==> src/hdl/rpt_pkg.sv <==
// shared types and codes for the rectangle placement table
// no dependencies; used by every module under hdl

package rpt_pkg;

    localparam logic [1:0] OP_PLACE = 2'd0;
    localparam logic [1:0] OP_CHECK = 2'd1;
    localparam logic [1:0] OP_CLEAR = 2'd2;
    localparam logic [1:0] OP_RSVD  = 2'd3;

    localparam logic [2:0] ST_OK      = 3'd0;
    localparam logic [2:0] ST_ZERO    = 3'd1;
    localparam logic [2:0] ST_OUTSIDE = 3'd2;
    localparam logic [2:0] ST_EDGE    = 3'd3;
    localparam logic [2:0] ST_OVERLAP = 3'd4;
    localparam logic [2:0] ST_FULL    = 3'd5;
    localparam logic [2:0] ST_CLEARED = 3'd6;

    localparam int TALLY_W = 16;
    localparam int FIELD_W = 6;

    typedef struct packed {
        logic [1:0]         opcode;
        logic [FIELD_W-1:0] origin_x;
        logic [FIELD_W-1:0] origin_y;
        logic [FIELD_W-1:0] span_w;
        logic [FIELD_W-1:0] span_h;
    } req_t;

    typedef struct packed {
        logic [2:0]         status;
        logic [FIELD_W-1:0] stored_count;
        logic [TALLY_W-1:0] rejected_count;
    } rsp_t;

    typedef struct packed {
        logic [FIELD_W-1:0] h;
        logic [FIELD_W-1:0] w;
        logic [FIELD_W-1:0] y;
        logic [FIELD_W-1:0] x;
    } rect_t;

    // controller to datapath
    typedef struct packed {
        logic       load;
        logic       scan_start;
        logic       scan;
        logic       finish;
        logic [2:0] fin_status;
    } ctrl_cmd_t;

    // datapath to controller
    typedef struct packed {
        logic       is_clear;
        logic       is_place;
        logic [2:0] basic;
        logic       full;
        logic       hit;
        logic       drained;
    } dp_stat_t;

endpackage

==> src/hdl/rpt_cfg.sv <==
// apb register file for grid columns and rows, with write clamping
// depends on rpt_pkg

module rpt_cfg #(
    parameter int MAX_GRID = 32,
    parameter int MIN_GRID = 1
) (
    input  logic                        clk,
    input  logic                        rst_n,
    input  logic                        psel,
    input  logic                        penable,
    input  logic                        pwrite,
    input  logic [2:0]                  paddr,
    input  logic [31:0]                 pwdata,
    output logic [31:0]                 prdata,
    output logic                        pready,
    output logic [rpt_pkg::FIELD_W-1:0] grid_columns,
    output logic [rpt_pkg::FIELD_W-1:0] grid_rows
);

    localparam int GRID_RST = (32 > MAX_GRID) ? MAX_GRID : 32;
    localparam logic [rpt_pkg::FIELD_W-1:0] MIN_V = rpt_pkg::FIELD_W'(MIN_GRID);
    localparam logic [rpt_pkg::FIELD_W-1:0] MAX_V = rpt_pkg::FIELD_W'(MAX_GRID);
    localparam logic [rpt_pkg::FIELD_W-1:0] RST_V = rpt_pkg::FIELD_W'(GRID_RST);

    logic [rpt_pkg::FIELD_W-1:0] cols_reg;
    logic [rpt_pkg::FIELD_W-1:0] rows_reg;
    logic [rpt_pkg::FIELD_W-1:0] wval;
    logic [rpt_pkg::FIELD_W-1:0] clamped;
    logic                        wr;

    assign wr     = psel & penable & pwrite;
    assign wval   = pwdata[rpt_pkg::FIELD_W-1:0];
    assign pready = 1'b1;

    always_comb
    begin
        if (32'(wval) < MIN_GRID)
            clamped = MIN_V;
        else if (32'(wval) > MAX_GRID)
            clamped = MAX_V;
        else
            clamped = wval;
    end

    always_ff @(posedge clk or negedge rst_n)
    begin
        if (!rst_n)
        begin
            cols_reg <= RST_V;
            rows_reg <= RST_V;
        end
        else if (wr)
        begin
            // word decode: register index is address bit 2
            if (paddr[2])
                rows_reg <= clamped;
            else
                cols_reg <= clamped;
        end
    end

    always_comb
    begin
        prdata = '0;
        if (paddr[2])
            prdata[rpt_pkg::FIELD_W-1:0] = rows_reg;
        else
            prdata[rpt_pkg::FIELD_W-1:0] = cols_reg;
    end

    assign grid_columns = cols_reg;
    assign grid_rows    = rows_reg;

endmodule

==> src/hdl/rpt_dp.sv <==
// datapath: request register, rectangle memory, scan pipeline, counters, result register
// depends on rpt_pkg; driven by rpt_ctrl through ctrl_cmd_t

module rpt_dp #(
    parameter int MAX_RECTS = 32
) (
    input  logic                        clk,
    input  logic                        rst_n,
    input  rpt_pkg::req_t               req,
    input  logic [rpt_pkg::FIELD_W-1:0] grid_columns,
    input  logic [rpt_pkg::FIELD_W-1:0] grid_rows,
    input  rpt_pkg::ctrl_cmd_t          cmd,
    output rpt_pkg::dp_stat_t           stat,
    output logic                        done,
    output rpt_pkg::rsp_t               rsp
);

    localparam int CNT_W = $clog2(MAX_RECTS + 1);
    localparam int IDX_W = (MAX_RECTS > 1) ? $clog2(MAX_RECTS) : 1;
    localparam logic [CNT_W-1:0] CNT_MAX = CNT_W'(MAX_RECTS);
    localparam logic [rpt_pkg::TALLY_W-1:0] TALLY_SAT = '1;
    localparam int SUM_W = rpt_pkg::FIELD_W + 1;

    rpt_pkg::req_t  req_reg;
    rpt_pkg::rect_t mem [MAX_RECTS];
    rpt_pkg::rect_t rd_reg;
    rpt_pkg::rsp_t  rsp_reg;
    logic [CNT_W-1:0]            ptr_reg;
    logic                        cmp_v_reg;
    logic [CNT_W-1:0]            count_reg;
    logic [CNT_W-1:0]            count_next;
    logic [rpt_pkg::TALLY_W-1:0] tally_reg;
    logic [rpt_pkg::TALLY_W-1:0] tally_next;
    logic                        done_reg;
    logic                        iss;
    logic                        crossed;
    logic                        commit;
    logic [2:0]                  basic;
    logic [SUM_W-1:0]            rx_end;
    logic [SUM_W-1:0]            ry_end;
    logic [SUM_W-1:0]            ex_end;
    logic [SUM_W-1:0]            ey_end;

    always_ff @(posedge clk)
    begin
        if (cmd.load)
            req_reg <= req;
    end

    // range checks on the held request
    assign rx_end = SUM_W'(req_reg.origin_x) + SUM_W'(req_reg.span_w);
    assign ry_end = SUM_W'(req_reg.origin_y) + SUM_W'(req_reg.span_h);

    always_comb
    begin
        if (req_reg.span_w == '0 || req_reg.span_h == '0)
            basic = rpt_pkg::ST_ZERO;
        else if (req_reg.origin_x >= grid_columns || req_reg.origin_y >= grid_rows)
            basic = rpt_pkg::ST_OUTSIDE;
        else if (rx_end > SUM_W'(grid_columns) || ry_end > SUM_W'(grid_rows))
            basic = rpt_pkg::ST_EDGE;
        else
            basic = rpt_pkg::ST_OK;
    end

    // scan: read issue stage, then compare stage on the registered entry
    assign iss = ptr_reg < count_reg;

    always_ff @(posedge clk or negedge rst_n)
    begin
        if (!rst_n)
        begin
            ptr_reg   <= '0;
            cmp_v_reg <= 1'b0;
        end
        else if (cmd.scan_start)
        begin
            ptr_reg   <= '0;
            cmp_v_reg <= 1'b0;
        end
        else if (cmd.scan)
        begin
            cmp_v_reg <= iss;
            if (iss)
                ptr_reg <= CNT_W'(ptr_reg + 1'b1);
        end
    end

    assign commit = cmd.finish && cmd.fin_status == rpt_pkg::ST_OK && stat.is_place;

    always_ff @(posedge clk)
    begin
        if (cmd.scan && iss)
            rd_reg <= mem[ptr_reg[IDX_W-1:0]];
        if (commit)
            mem[count_reg[IDX_W-1:0]] <= '{h: req_reg.span_h, w: req_reg.span_w,
                                           y: req_reg.origin_y, x: req_reg.origin_x};
    end

    assign ex_end  = SUM_W'(rd_reg.x) + SUM_W'(rd_reg.w);
    assign ey_end  = SUM_W'(rd_reg.y) + SUM_W'(rd_reg.h);
    assign crossed = SUM_W'(rd_reg.x) < rx_end && SUM_W'(req_reg.origin_x) < ex_end &&
                     SUM_W'(rd_reg.y) < ry_end && SUM_W'(req_reg.origin_y) < ey_end;

    assign stat = '{is_clear: req_reg.opcode == rpt_pkg::OP_CLEAR,
                    is_place: req_reg.opcode == rpt_pkg::OP_PLACE,
                    basic:    basic,
                    full:     count_reg >= CNT_MAX,
                    hit:      cmp_v_reg && crossed,
                    drained:  !iss};

    always_comb
    begin
        count_next = count_reg;
        tally_next = tally_reg;
        if (cmd.fin_status == rpt_pkg::ST_CLEARED)
        begin
            count_next = '0;
            tally_next = '0;
        end
        else if (stat.is_place)
        begin
            if (cmd.fin_status == rpt_pkg::ST_OK)
                count_next = CNT_W'(count_reg + 1'b1);
            else if (tally_reg != TALLY_SAT)
                tally_next = rpt_pkg::TALLY_W'(tally_reg + 1'b1);
        end
    end

    always_ff @(posedge clk or negedge rst_n)
    begin
        if (!rst_n)
        begin
            count_reg <= '0;
            tally_reg <= '0;
            done_reg  <= 1'b0;
        end
        else
        begin
            done_reg <= cmd.finish;
            if (cmd.finish)
            begin
                count_reg <= count_next;
                tally_reg <= tally_next;
            end
        end
    end

    always_ff @(posedge clk)
    begin
        if (cmd.finish)
        begin
            rsp_reg.status         <= cmd.fin_status;
            rsp_reg.stored_count   <= rpt_pkg::FIELD_W'(count_next);
            rsp_reg.rejected_count <= tally_next;
        end
    end

    assign done = done_reg;
    assign rsp  = rsp_reg;

endmodule

==> src/hdl/rpt_ctrl.sv <==
// controller state machine: accept, range judge, table scan, finish
// depends on rpt_pkg; commands rpt_dp

module rpt_ctrl (
    input  logic               clk,
    input  logic               rst_n,
    input  logic               start,
    output logic               busy,
    input  rpt_pkg::dp_stat_t  stat,
    output rpt_pkg::ctrl_cmd_t cmd
);

    localparam logic [1:0] S_IDLE  = 2'd0;
    localparam logic [1:0] S_JUDGE = 2'd1;
    localparam logic [1:0] S_SCAN  = 2'd2;

    logic [1:0] state_reg;
    logic [1:0] state_next;

    always_comb
    begin
        state_next     = state_reg;
        cmd            = '0;
        cmd.fin_status = rpt_pkg::ST_OK;
        unique case (state_reg)
            S_IDLE:
            begin
                if (start)
                begin
                    cmd.load   = 1'b1;
                    state_next = S_JUDGE;
                end
            end
            S_JUDGE:
            begin
                if (stat.is_clear)
                begin
                    cmd.finish     = 1'b1;
                    cmd.fin_status = rpt_pkg::ST_CLEARED;
                    state_next     = S_IDLE;
                end
                else if (stat.basic != rpt_pkg::ST_OK)
                begin
                    cmd.finish     = 1'b1;
                    cmd.fin_status = stat.basic;
                    state_next     = S_IDLE;
                end
                else
                begin
                    cmd.scan_start = 1'b1;
                    state_next     = S_SCAN;
                end
            end
            S_SCAN:
            begin
                cmd.scan = 1'b1;
                if (stat.hit)
                begin
                    cmd.finish     = 1'b1;
                    cmd.fin_status = rpt_pkg::ST_OVERLAP;
                    state_next     = S_IDLE;
                end
                else if (stat.drained)
                begin
                    // fill level only matters to a place that otherwise fits
                    cmd.finish     = 1'b1;
                    cmd.fin_status = (stat.is_place && stat.full) ? rpt_pkg::ST_FULL
                                                                  : rpt_pkg::ST_OK;
                    state_next     = S_IDLE;
                end
            end
            default:
            begin
                state_next = S_IDLE;
            end
        endcase
    end

    always_ff @(posedge clk or negedge rst_n)
    begin
        if (!rst_n)
            state_reg <= S_IDLE;
        else
            state_reg <= state_next;
    end

    assign busy = state_reg != S_IDLE;

endmodule

==> src/hdl/rectangle_placement_table.sv <==
// rectangle placement table: one result beat per request, done high for one cycle
// a clear or a range reject finishes in the judge state; otherwise the scan reads the n
// stored rectangles one entry per cycle, and an overlap ends it early; done is registered
// from that finish, and a new request is taken in the cycle done is high; reset clears the
// table count, reject count and controller; grid size resets to min(32, MAX_GRID)
// the receiver cannot stall; depends on rpt_pkg, rpt_cfg, rpt_ctrl, rpt_dp

module rectangle_placement_table #(
    parameter int MAX_GRID  = 32,
    parameter int MIN_GRID  = 1,
    parameter int MAX_RECTS = 32
) (
    input  logic          clk,
    input  logic          rst_n,
    input  logic          psel,
    input  logic          penable,
    input  logic          pwrite,
    input  logic [2:0]    paddr,
    input  logic [31:0]   pwdata,
    output logic [31:0]   prdata,
    output logic          pready,
    input  logic          start,
    output logic          busy,
    input  rpt_pkg::req_t req,
    output logic          done,
    output rpt_pkg::rsp_t rsp
);

    logic [rpt_pkg::FIELD_W-1:0] grid_columns;
    logic [rpt_pkg::FIELD_W-1:0] grid_rows;
    rpt_pkg::ctrl_cmd_t          cmd;
    rpt_pkg::dp_stat_t           stat;

    rpt_cfg #(
        .MAX_GRID (MAX_GRID),
        .MIN_GRID (MIN_GRID)
    ) u_cfg (
        .clk          (clk),
        .rst_n        (rst_n),
        .psel         (psel),
        .penable      (penable),
        .pwrite       (pwrite),
        .paddr        (paddr),
        .pwdata       (pwdata),
        .prdata       (prdata),
        .pready       (pready),
        .grid_columns (grid_columns),
        .grid_rows    (grid_rows)
    );

    rpt_ctrl u_ctrl (
        .clk   (clk),
        .rst_n (rst_n),
        .start (start),
        .busy  (busy),
        .stat  (stat),
        .cmd   (cmd)
    );

    rpt_dp #(
        .MAX_RECTS (MAX_RECTS)
    ) u_dp (
        .clk          (clk),
        .rst_n        (rst_n),
        .req          (req),
        .grid_columns (grid_columns),
        .grid_rows    (grid_rows),
        .cmd          (cmd),
        .stat         (stat),
        .done         (done),
        .rsp          (rsp)
    );

endmodule
==> config.mk <==
export PLATFORM = sky130hd
export DESIGN_NAME = rectangle_placement_table
export DESIGN_NICKNAME = d
export VERILOG_FILES = /design/src/hdl/rpt_pkg.sv /design/src/hdl/rpt_cfg.sv /design/src/hdl/rpt_dp.sv /design/src/hdl/rpt_ctrl.sv /design/src/hdl/rectangle_placement_table.sv
export SDC_FILE = /design/constraint.sdc
export NUM_CORES = 1
export LEC_CHECK = 0
export BUFFER_PORTS_ARGS = -buffer_cell sky130_fd_sc_hd__clkbuf_2
export CELL_PAD_IN_SITES_DETAIL_PLACEMENT = 2
export CELL_PAD_IN_SITES_GLOBAL_PLACEMENT = 2
export CORE_MARGIN = 2
export CORE_UTILIZATION = 49
export DETAILED_ROUTE_END_ITERATION = 6
export HOLD_SLACK_MARGIN = 0.12
export PLACE_DENSITY_LB_ADDON = 0.1
export SYNTH_ARGS = -nofsm -noshare
export SYNTH_HDL_FRONTEND = slang
export SYNTH_SLANG_ARGS = --single-unit
==> constraint.sdc <==
create_clock -name clk -period 7.4 [get_ports clk]
set_clock_uncertainty 0.2 [all_clocks]
set_input_delay 0.37 -clock clk [delete_from_list [all_inputs] [get_ports clk]]
set_output_delay 0.37 -clock clk [all_outputs]
set_load 0.01 [all_outputs]
==> key figures <==
Floorplan
  • Number of placement rows: 99
  • Horizontal die dimension: 276.3 um
  • Number of ports placed on the die boundary: 127
  • Initial core utilization: 0.4962
  • Core area: 0.07321 mm2
  • Vertical die dimension: 276.3 um
  • Die Outline Area: 0.07632 mm2

Routing
  • Number of DRC violations after detailed-routing iteration 0: 2407
  • Drt drc: 0
  • Detailed-route via count: 19833
  • Post-detailed-routing wire length: 120500 um
  • Detail-routed net length per standard cell: 39.84 um
  • First-pass iteration count of the detailed router: 5
  • Vias per cell: 6.559
  • Count of nets left with antenna violations after detail routing: 0

Timing
  • Worst-margin pin slew: 1.186 ns
  • Maximum clock rate: 0.1627 GHz
  • Number of slew-limit violations in the final report: 0
  • Worst hold margin: 0.1492 ns
  • Post-Route Setup TNS: 0 ns
  • Final min period: 6.146 ns
  • Unrepaired setup endpoints after global routing: no
  • Share of the clock period used by the worst path after layout: 0.8305
  • Number of endpoints with negative hold slack in the final report: 0
  • Slew headroom: 0.2067
  • Setup-failing EPs final: 0

Global routing
  • Leftover overflow at the end of global routing: 0
  • Antenna violations before repair: 2
  • Total global routing track utilization: 0.3208
  • Wire length of the first global-routing pass: 170500 um
  • Pin count of the biggest net entering global routing: 82
  • Via count of the first global-routing pass: 21630

Clocking
  • Number of setup buffers added after CTS: 0
  • Source-to-sink clock delay at the later pin of the worst-skew pair: 0.66 ns
  • Clk pin slew, worst setup/hold paths: 0.07 ns
  • H-tree lvl count: 3
  • Buffer type at the clock tree root: sky130_fd_sc_hd__clkbuf_16
  • Count of cells resized by post-cts repair: 0
  • CTS tree: yes
  • Number of buffers inserted by hold repair at cts: 43
  • Maximum clock insertion buffer count: 3
  • Number of clock buffers inserted by TritonCTS: 92
  • Number of clock sinks seen by CTS: 887

Logic synthesis
  • Mapped Avg Cell Area: 20.26 um2
  • Number of synthesized register bits: 887
  • Arithmetic-cell share of the synthesized area counting full adders, half adders and majority gates: 0.03045
  • Xor and xnor fraction of the mapped netlist area: 0.005787
  • Fraction of the mapped netlist area in simple logic gates: 0.02818
  • Asr flop ratio synth: 0.04961
  • Multiplexer fraction of the synthesized cell area: 0.1580
  • Cells after synthesis: 1793
  • Dominant register cell in the synthesized netlist: sky130_fd_sc_hd__edfxtp_1
  • Sequential share of the synthesized area: 0.7273
  • Dominant combinational cell family by area after synthesis: multiplexers
  • Number of unique standard cell types used by synthesis: 70
  • Netlist area before placement: 0.03632 mm2
  • Count of flip-flops with a built-in enable after synthesis: 843
  • Synth Area in Compound Gates: 0.03062
  • Count of warnings emitted by yosys: 0

Setup path
  • Max incr delay on CP: 0.61 ns
  • Critical register-to-register path endpoint: u_dp.mem[3][21]$_DFFE_PP_
  • CP required: 7.47 ns
  • Reg-to-Reg Start: u_dp.req_reg[0]$_DFFE_PP_
  • Startpoint types: flip-flop
  • Cell-by-cell trace of the critical path: buf_4 -> ha_1 -> fa_1 -> a211oi_2 -> nor2_1 -> a21oi_1 -> ha_1 -> a21o_1 -> a21oi_1 -> a21oi_1 -> and4bb_4 -> a32oi_4 -> nor3_1 -> nand2_1 -> buf_4 -> nor2_4 -> buf_4
  • Critical path endpoint category: flip-flop
  • Largest fanout of any net on the critical path: 34
  • Reg2reg path depth: 17
  • Arrival time worst endpoint: 6.22 ns
  • Worst Path Class, Setup: reg2reg
  • Flop-to-flop setup slack: 1.25 ns
  • Crit. Startpoint: u_dp.req_reg[0]$_DFFE_PP_
  • Critical path's slowest cell: sky130_fd_sc_hd__buf_4

Pwr
  • Power dissipated by switching net loads: 3.545 mW
  • Design internal power: 9.249 mW
  • Max IR drop VDD: 0.0002273 V
  • Total power after layout: 12.79 mW
  • Portion of total power attributed to the clock network: 0.358
  • Total leakage power: 13.49 nW
  • Switching Share: 0.2771
  • Power share of the combinational group: 0.175
  • Sequential Power Share: 0.467
  • Power Density: 306.9 mW/mm2

Place
  • Routability congestion estimate: 0.7989
  • Placed wire-length estimate after detailed placement: 66930 um
  • Count of buffers inserted at the top-level ports: 71

Layout
  • Share of layout cells above drive strength 1: 0.2964
  • Number of nets in the layout: 2154
  • Area growth, synth to finish: 14.75%
  • Footprint of the multi-input gates: 0.009549 mm2
  • Total inserted antenna cells: 0
  • Flip-flop count of the largest register, all copies and words added: 768
  • FF/Latch Area: 0.02643 mm2
  • # fillers: 6060

Job
  • Max cap viols: 0

Run status
  • Status: completed

Hold path
  • Hold Path Class: in2async
## placed cells by master (no fill, tap or decap), types with 19 or more instances in the layout
| cell type | instances |
|---|---|
| sky130_fd_sc_hd__inv_1 | 44 |
| sky130_fd_sc_hd__edfxtp_1 | 843 |
| sky130_fd_sc_hd__dlygate4sd3_1 | 43 |
| sky130_fd_sc_hd__ha_1 | 82 |
| sky130_fd_sc_hd__clkbuf_16 | 94 |
| sky130_fd_sc_hd__conb_1 | 27 |
| sky130_fd_sc_hd__mux2_2 | 28 |
| sky130_fd_sc_hd__clkbuf_2 | 71 |
| sky130_fd_sc_hd__o21ai_0 | 37 |
| sky130_fd_sc_hd__nand2_1 | 43 |
| sky130_fd_sc_hd__clkbuf_1 | 19 |
| sky130_fd_sc_hd__a21oi_1 | 58 |
| sky130_fd_sc_hd__buf_4 | 70 |
| sky130_fd_sc_hd__nor2_1 | 32 |
| sky130_fd_sc_hd__nand3_1 | 21 |
| sky130_fd_sc_hd__clkinv_2 | 24 |
| sky130_fd_sc_hd__mux4_2 | 240 |
| sky130_fd_sc_hd__nor2_4 | 32 |
| sky130_fd_sc_hd__dfrtp_1 | 38 |
## metrics by stage
step	instances	area [um2]	utilization	worst slack (ns)
2_1_floorplan	1818	36420	-	1.280
3_3_place_gp	2823	38430	0.5249	1.964
3_5_place_dp	2823	38430	0.5249	1.544
4_1_cts	3024	41680	0.5694	1.338
5_1_grt	3024	41680	0.5694	1.166
6_report	3024	41680	0.5694	1.254
## cells by family after synthesis
logic type,Yosys count
muxes,270
adders and majority gates,86
AOI/OAI and AO/OA,171
other,2
buffers and inverters,149
DFF,887
and+or+nand+nor,204
xor gates and xnor gates,24
## worst max-delay path, delay by kind of cell (launching register included)
family	cells	cell delay [ns]
buf+inv	3	1.17
fa+ha+maj	3	1.14
compound gates	6	1.40
simple gates	5	1.38
flops	1	0.40
## final cells by class
cell class | instances | area share
Timing Repair Buffer | 194 | 0.03626
Clock inverter | 45 | 0.009666
Inverter | 44 | 0.003962
Tap cell | 959 | 0.02879
Clock buffer | 113 | 0.05814
Sequential cell | 887 | 0.6341
Multi-Input combinational cell | 782 | 0.2291
## power by group through the flow
stage	combinational, mW	clock (mW)	sequential (mW)
after detailed placement	2.15	0	6.08
after global placement	1.98	0	6.06
after CTS	2.25	4.64	5.97
after floorplan	1.35	0	6.10
final	2.24	4.58	5.97
after global routing	2.39	4.79	5.99
## layer usage
| layer | share of wire | routed length [um] | vias to the layer above | global-route usage |
|---|---|---|---|---|
| li1 | - | - | 7748 | - |
| met1 | 0.39 | 46860 | 10866 | 0.4230 |
| met2 | 0.51 | 61430 | 974 | 0.5460 |
| met3 | 0.066 | 7929 | 243 | 0.05315 |
| met4 | 0.035 | 4228 | 2 | 0.1099 |
| met5 | 0.00011 | 13 | - | 0 |
## how the worst max path moves through the flow
stage	depth (start not counted)	endpoint
floorplan	15	u_dp.mem[11][0]$_DFFE_PP_
global placement	17	u_dp.mem[12][1]$_DFFE_PP_
detailed placement	17	u_dp.mem[4][15]$_DFFE_PP_
CTS	17	u_dp.mem[24][2]$_DFFE_PP_
global route	17	u_dp.mem[3][21]$_DFFE_PP_
finish	17	u_dp.mem[3][21]$_DFFE_PP_
## cell usage after synthesis (10+ instances only)
| master | instances | share of area |
|---|---|---|
| sky130_fd_sc_hd__nor3_1 | 13 | 0.0018 |
| sky130_fd_sc_hd__mux4_2 | 240 | 0.15 |
| sky130_fd_sc_hd__nand2_1 | 43 | 0.0044 |
| sky130_fd_sc_hd__nor2_1 | 65 | 0.0067 |
| sky130_fd_sc_hd__dfrtp_1 | 42 | 0.029 |
| sky130_fd_sc_hd__xnor2_1 | 14 | 0.0034 |
| sky130_fd_sc_hd__ha_1 | 82 | 0.028 |
| sky130_fd_sc_hd__mux2_2 | 28 | 0.0087 |
| sky130_fd_sc_hd__xor2_1 | 10 | 0.0024 |
| sky130_fd_sc_hd__a31oi_1 | 10 | 0.0017 |
| sky130_fd_sc_hd__nand3_1 | 21 | 0.0029 |
| sky130_fd_sc_hd__a21o_1 | 11 | 0.0023 |
| sky130_fd_sc_hd__a21oi_1 | 59 | 0.0081 |
| sky130_fd_sc_hd__edfxtp_1 | 843 | 0.70 |
| sky130_fd_sc_hd__buf_4 | 30 | 0.0062 |
| sky130_fd_sc_hd__inv_1 | 44 | 0.0045 |
| sky130_fd_sc_hd__clkbuf_1 | 49 | 0.0051 |
| sky130_fd_sc_hd__o21ai_0 | 37 | 0.0051 |
| sky130_fd_sc_hd__buf_2 | 14 | 0.0019 |
(Power assumes the default switching activity.)
